File: src/rtl/core/pngunf_pkg.sv
// shared constants, register indexes, filter type codes and the pipeline item type
// for the png scanline unfilter block; no dependencies
package pngunf_pkg;

  localparam int MAX_ROW_BYTES_DEF   = 4096;
  localparam int MAX_PIXEL_BYTES_DEF = 8;

  localparam int ROW_BYTES_W = 13;
  localparam int BPP_W       = 4;
  localparam int CFG_DATA_W  = 13;
  localparam int CFG_ADDR_W  = 1;

  localparam logic [CFG_ADDR_W-1:0] REG_ROW_BYTES       = 1'b0;
  localparam logic [CFG_ADDR_W-1:0] REG_BYTES_PER_PIXEL = 1'b1;

  localparam logic [7:0] FT_NONE  = 8'd0;
  localparam logic [7:0] FT_SUB   = 8'd1;
  localparam logic [7:0] FT_UP    = 8'd2;
  localparam logic [7:0] FT_AVG   = 8'd3;
  localparam logic [7:0] FT_PAETH = 8'd4;

  // one byte on its way from the accept stage to the predictor
  typedef struct packed {
    logic [7:0] filt;
    logic [7:0] ftype;
    logic       first_row;
    logic       row_start;
    logic       has_left;
    logic       last;
  } pngunf_item_t;

endpackage

File: src/rtl/core/pngunf_recon.sv
// predictor stage: left and upper-left history, filter reconstruction
// uses pngunf_pkg for the item type and filter type codes
module pngunf_recon #(
  parameter int MAX_PIXEL_BYTES = 8,
  parameter int HIST_W          = 3
) (
  input  logic                       clk,
  input  logic                       rst_n,
  input  logic                       adv,
  input  pngunf_pkg::pngunf_item_t   item,
  input  logic [7:0]                 prior_byte,
  input  logic [HIST_W-1:0]          bpp_idx,
  output logic [7:0]                 raw_byte,
  output logic                       type_error
);

  import pngunf_pkg::*;

  logic [7:0] left_r [MAX_PIXEL_BYTES];
  logic [7:0] up_r   [MAX_PIXEL_BYTES];
  logic [7:0] left_nxt [MAX_PIXEL_BYTES];
  logic [7:0] up_nxt   [MAX_PIXEL_BYTES];

  logic [7:0] a, b, c;
  logic [7:0] pa, pb;
  logic [8:0] sum_ab, c2, pc;
  logic [7:0] paeth;
  logic [7:0] avg;

  assign a = item.has_left ? left_r[bpp_idx] : 8'd0;
  assign b = item.first_row ? 8'd0 : prior_byte;
  assign c = (item.has_left && !item.first_row) ? up_r[bpp_idx] : 8'd0;

  assign sum_ab = {1'b0, a} + {1'b0, b};
  assign c2     = {c, 1'b0};
  assign pa     = (b > c) ? (b - c) : (c - b);
  assign pb     = (a > c) ? (a - c) : (c - a);
  assign pc     = (sum_ab > c2) ? (sum_ab - c2) : (c2 - sum_ab);
  assign avg    = sum_ab[8:1];

  // ties go to left, then up, then upper-left
  always_comb begin
    priority if (({1'b0, pa} <= {1'b0, pb}) && ({1'b0, pa} <= pc)) begin
      paeth = a;
    end else if ({1'b0, pb} <= pc) begin
      paeth = b;
    end else begin
      paeth = c;
    end
  end

  always_comb begin
    type_error = 1'b0;
    unique case (item.ftype)
      FT_NONE:  raw_byte = item.filt;
      FT_SUB:   raw_byte = item.filt + a;
      FT_UP:    raw_byte = item.filt + b;
      FT_AVG:   raw_byte = item.filt + avg;
      FT_PAETH: raw_byte = item.filt + paeth;
      default: begin
        raw_byte   = item.filt;
        type_error = 1'b1;
      end
    endcase
  end

  always_comb begin
    for (int i = 1; i < MAX_PIXEL_BYTES; i++) begin
      left_nxt[i] = item.row_start ? 8'd0 : left_r[i-1];
      up_nxt[i]   = item.row_start ? 8'd0 : up_r[i-1];
    end
    left_nxt[0] = raw_byte;
    up_nxt[0]   = b;
  end

  always_ff @(posedge clk) begin
    if (!rst_n) begin
      for (int i = 0; i < MAX_PIXEL_BYTES; i++) begin
        left_r[i] <= 8'd0;
        up_r[i]   <= 8'd0;
      end
    end else if (adv) begin
      for (int i = 0; i < MAX_PIXEL_BYTES; i++) begin
        left_r[i] <= left_nxt[i];
        up_r[i]   <= up_nxt[i];
      end
    end
  end

endmodule

File: config.mk
export PLATFORM = sky130hd
export DESIGN_NAME = pngunf_recon
export DESIGN_NICKNAME = d
export VERILOG_FILES = /design/src/rtl/core/pngunf_pkg.sv /design/src/rtl/core/pngunf_recon.sv
export SDC_FILE = /design/constraint.sdc
export NUM_CORES = 1
export LEC_CHECK = 0
export BUFFER_PORTS_ARGS = -buffer_cell sky130_fd_sc_hd__buf_2
export CORE_ASPECT_RATIO = 1.2
export CORE_MARGIN = 5
export CORE_UTILIZATION = 63
export DETAILED_ROUTE_END_ITERATION = 7
export HOLD_SLACK_MARGIN = 0.06
export PLACE_DENSITY = 0.9
export SLEW_MARGIN = 20
export SYNTH_ARGS = -nofsm -noshare
export SYNTH_HDL_FRONTEND = slang
export SYNTH_SLANG_ARGS = --single-unit
File: constraint.sdc
create_clock -name clk -period 16.25 [get_ports clk]
set_clock_uncertainty 0.05 [all_clocks]
set_input_delay 3.25 -clock clk [delete_from_list [all_inputs] [get_ports clk]]
set_output_delay 3.25 -clock clk [all_outputs]
set_load 0.05 [all_outputs]
# Word-level counts from Yosys, hierarchy flattened
# Memory sizes are Yosys's and may differ from the RTL's.
# Index checks and enable logic that the tools add are counted.
# totals
mem_count	2
ff_bits	0
wordCells	88
in_bits	34
ramBits	128
# op_classes
bitwise	16
add_sub_neg	11
n_lt_le_gt_ge	6
n_mux	44
eq_ne	4
reduce_logical	5
# memory_table
memory	depth	word_bits	rd	rd_clocked_by_memory_dff	write_ports	line	source
left_r	8	8	8	0	8	pngunf_recon.sv:19	logic [7:0] left_r [MAX_PIXEL_BYTES];
up_r	8	8	8	0	8	pngunf_recon.sv:20	logic [7:0] up_r [MAX_PIXEL_BYTES];
# ops
operator	n
$mux 8	37
$add 8x8->8	4
$pmux 8 s4	1
$sub 8x8->8	4
$le 8x9->1	2
$sub 9x9->9	2
$eq 8x2->1 const B	2
$gt 8x8->1	2
$or 1x1->1	16
$add 8x8->9	1
$gt 9x9->1	1
$mux 9	1
$eq 8x1->1 const B	1
$eq 8x3->1 const B	1
$le 8x8->1	1
$logic_not 8->1	1
$mux 1	5
$reduce_or 5->1	1
$logic_and 1x1->1	2
$logic_not 1->1	1

# Logic depth before layout (Yosys ltp)
# logic_depth
depth_word	11
ltp_mapped	50
ltp_nobuf	46

# Least setup slack after synthesis
# Ideal clock, no wire load.
# synth_timing
path_type	input port to output port
start	input port bpp_idx[0]
end	output port raw_byte[7]
path_stages	49
path_slack_ns	0.548
path_buffers	6
t_arrival_ns	12.402
cell_sequence	clkbuf_1 > buf_2 > buf_1 > mux4_2 > mux2_2 > nand2_1 > inv_1 > ha_1 > fa_1 > a21o_1 > a21oi_1 > o21ai_0 > a21o_1 > a21o_1 > ha_1 > buf_2 > a21oi_1 > o21ai_1 > [... 13 more ...] > a21oi_1 > o2111ai_1 > and3_1 > clkbuf_1 > nor3_1 > a21oi_1 > o21ai_0 > ha_1 > a21o_1 > a21oi_1 > o21bai_1 > a21oi_1 > nor2b_1 > o21ai_0 > nand2b_1 > and3_1 > mux2i_1 > nand2_1
# synth_between
elab_chain_len	10
elab_cells_between_ends	27
classes_between	10 x add/sub; 6 x order compare; 8 x mux; 1 x reduce/logical; 2 x memory
# synth_rtl
element	line	source
from (decl)	pngunf_recon.sv:12	input logic [HIST_W-1:0] bpp_idx,
$mem_v2 8x8	-	
$mux 8	pngunf_recon.sv:30	assign a = item.has_left ? left_r[bpp_idx] : 8'd0;
$add 8x8->9	pngunf_recon.sv:34	assign sum_ab = {1'b0, a} + {1'b0, b};
$sub 9x9->9 / $gt 9x9->1 (equally long branches)	pngunf_recon.sv:38	assign pc = (sum_ab > c2) ? (sum_ab - c2) : (c2 - sum_ab);
$mux 9	pngunf_recon.sv:38	
$le 8x9->1 (on tied branches)	pngunf_recon.sv:45, pngunf_recon.sv:43	
$mux 8 / $logic_and 1x1->1 (equally long branches)	pngunf_recon.sv:45, pngunf_recon.sv:43	
$mux 8	pngunf_recon.sv:43	priority if (({1'b0, pa} <= {1'b0, pb}) && ({1'b0, pa} <= pc)) begin
$add 8x8->8	pngunf_recon.sv:59	FT_PAETH: raw_byte = item.filt + paeth;
$pmux 8 s4 (*)	pngunf_recon.sv:54	unique case (item.ftype)
to (decl)	pngunf_recon.sv:13	output logic [7:0] raw_byte,
# Every way passes the cells marked *; elsewhere a longest branch is shown, timed or not.

# Worst setup path after layout
# Same ends and word-level chain as after synthesis.

==> run_results.csv <==
group,metric,value,unit
floorplanning,die_w,122,µm
setup_path,timing_worst_setup_path_type,"input pin to output pin",
clock_tree,cts_sinks,128,
sta,hold_viol_final,0,
detailed_routing,vias_per_cell,6.35,
clock_tree,cts_tree,"built",
final_layout,final_cell_mix,"128 x edfxtp_1, 89 x and3_1, 82 x ha_1",
job,drv_cap,0,
final_layout,layout.nets,1017,
floorplanning,initial_core_util,0.635,
power,irDropWorstVdd,0.000108,V
placement,dp_hpwl,16.4,mm
clock_tree,root_buffer,"clkbuf_16",
floorplanning,rows,49,
sta,slew_headroom,0.374,
setup_path,crit_fanout,11,
detailed_routing,drc,0,
synth,synth_top_family_by_area,"simple AND/OR/NAND/NOR gates",
detailed_routing,first_iter_violations,695,
power,power,1220,µW
floorplanning,io_pins,43,
synth,synth_xor_xnor_area_share,0.0288,
sta,finalCritPeriodShare,0.963,
power,pwr-share-seq,0.322,
detailed_routing,wl_per_cell,21.2,µm
sta,final.min_clock_period,15.65,ns
detailed_routing,dr.pass1.iters,5,
final_layout,insertedDiodeCount,0,
setup_path,crit_path_end_kind,"output pin",
power,p_sw,402,µW
floorplanning,chipHeight,144,µm
clock_tree,cts_buffers,17,
clock_tree,clkTransAtPathRegs,0.06,ns
synth,synth_area,0.00941,mm²
global_route,grt_pass1_wl,37.3,mm
synth,synthSimpleGateAreaFrac,0.162,
clock_tree,clock_latency,0.41,ns
synth,synth.mux.area_fraction,0.128,
power,p_per_area,117,mW/mm²
synth,syn-mean-instance-area,10.9,µm²
setup_path,crit_path_max_incr_delay,0.55,ns
clock_tree,htreeDepth,4,
synth,yosysUniqueCellTypes,65,
global_route,grt_usage,0.277,
synth,syn_inst,861,
hold_path,min_path_type,"flip-flop to flip-flop",
status,outcome,"complete, no violations",
setup_path,cp-start-kind,"input pin",
clock_tree,ctsHoldBuffers,0,
synth,synth_compound_area_frac,0.103,
synth,synth_edf_count,128,
setup_path,crit_slowest_cell,"mux4_2",
synth,ys_ff_latch,128,
global_route,antenna_found_initial,0,
synth,ys_seq_area_frac,0.408,
power,clkPwrFrac,0.330,
placement,io_buffers,41,
detailed_routing,vias,7047,
detailed_routing,drt-total-wl,23.5,mm
final_layout,final_common_cell,"edfxtp_1",
synth,ys_async_sr_fraction,0,
synth,syn-num-nets,986,
final_layout,syn2layout_area_growth,11.4,%
sta,maxSlewViolCount,0,
setup_path,cp.required,12.95,ns
global_route,overflow,0,
power,power_leakage,0.00486,µW
final_layout,final_core_util,0.707,
synth,ys_warn_count,0,
power,p_comb_frac,0.348,
final_layout,fillCellCount,1036,
final_layout,drive_gt1_frac,0.176,
sta,fmax,63.9,MHz
synth,synth_ff_type,"edfxtp_1",
power,p_sw_frac,0.329,
clock_tree,cts_buffer_depth,2,
global_route,grt_pass1_vias,7083,
placement,gp_congestion,0.971,
global_route,grt_max_degree,113,
synth,synthAdderAreaFrac,0.127,
floorplanning,core-area,0.0148,mm²
sta,setup-violations-final,0,
setup_path,crit_arrival,12.35,ns
power,p_int,820,µW
floorplanning,die_area,0.0175,mm²
sta,tightestPinTransition,0.939,ns
detailed_routing,ant_nets,0,
cell families (layout without fill, tap and decap cells):
family          count (synthesis)  after routing
simple gates                  280            280
compound gates                148            148
flops                         128            128
buf+inv                       105            149
fa+ha+maj                      91             91
mux                            78             78
xor+xnor                       31             31
routing by layer:
| metal | vias up | share of wire | global-route usage |
|---|---|---|---|
| met3 | 71 | 0.064 | 0.0441 |
| met5 | - | 0 | 0 |
| met2 | 352 | 0.51 | 0.484 |
| met4 | 0 | 0.037 | 0.112 |
| li1 | 3233 | - | - |
| met1 | 3391 | 0.39 | 0.344 |
area by class of cell:
| cell class | count | area (µm²) | share of cell area |
|---|---|---|---|
| inverters | 60 | 225 | 0.0215 |
| clock inverters | 13 | 186 | 0.0178 |
| repair buffers | 57 | 330 | 0.0315 |
| clock buffers | 19 | 433 | 0.0413 |
| well taps | 204 | 255 | 0.0243 |
| multi-input cells | 628 | 5210 | 0.497 |
| flip-flops and latches | 128 | 3840 | 0.366 |
worst paths after layout:
| path | from | end | slack [ns] | cells past startpoint |
|---|---|---|---|---|
| worst max-delay path | bpp_idx[0] | raw_byte[7] | 0.60 | 47 |
| worst min-delay path | up_r[6][1] | up_r[7][1] | 0.51 | 1 |
| worst max register to register | left_r[3][0] | left_r[0][7] | 6.88 | 45 |
| worst min register to register | up_r[6][1] | up_r[7][1] | 0.51 | 1 |
state kept, by name, indices dropped and copies added, names as in the netlist:
register  cells
left_r       64
up_r         64
power by group through the flow:
stage	clock network (µW)	logic [µW]	registers (µW)
after floorplan	0	308	396
after global placement	0	392	397
after detailed placement	0	403	398
after CTS	404	406	393
after global routing	421	468	395
final	403	426	394
synthesized netlist by cell type, drive strengths merged (6+ instances only):
library cell  instances  area share
xor2                  7      0.0065
o21ai                36       0.020
nor3                 11      0.0064
a21o                 18       0.014
nand2                47       0.019
clkbuf               37       0.015
nand2b               13      0.0086
mux4                 32       0.077
fa                    8       0.017
nor2                 43       0.017
inv                  60       0.024
mux2i                25       0.027
edfxtp              128        0.41
nand3                 7      0.0037
buf                   8      0.0044
ha                   83        0.11
nand4                 8      0.0053
and3                 89       0.059
and2                 37       0.025
nor2b                14      0.0093
xnor2                24       0.022
a21oi                51       0.028
mux2                 21       0.025
o21bai                6      0.0052
metrics by stage:
stage	instances	instance area, µm²	setup slack (ns)	TNS, ns	hold WS (ns)
floorplan	861	9410	0.548	0	0.468
global placement	1075	9810	0.452	0	0.481
detailed placement	1075	9810	0.322	0	0.487
CTS	1107	10400	0.265	0	0.509
global route	1109	10500	-0.0447	-0.0447	0.522
finish	1109	10500	0.601	0	0.513
worst max-delay path, delay by kind of cell:
family	cells	cell delay, ns
AOI/OAI and AO/OA	19	3.30
xor gates and xnor gates	1	0.22
adders and majority gates	5	1.61
buffers and inverters	5	0.93
muxes	2	0.85
and+or+nand+nor	15	2.15
timing repair:
action | in CTS | in global routing
buffers inserted | 0 | 2
resized for setup | 0 | 11
endpoints found under the setup margin | 0 | 3
Power figures use the tool's default switching activity.
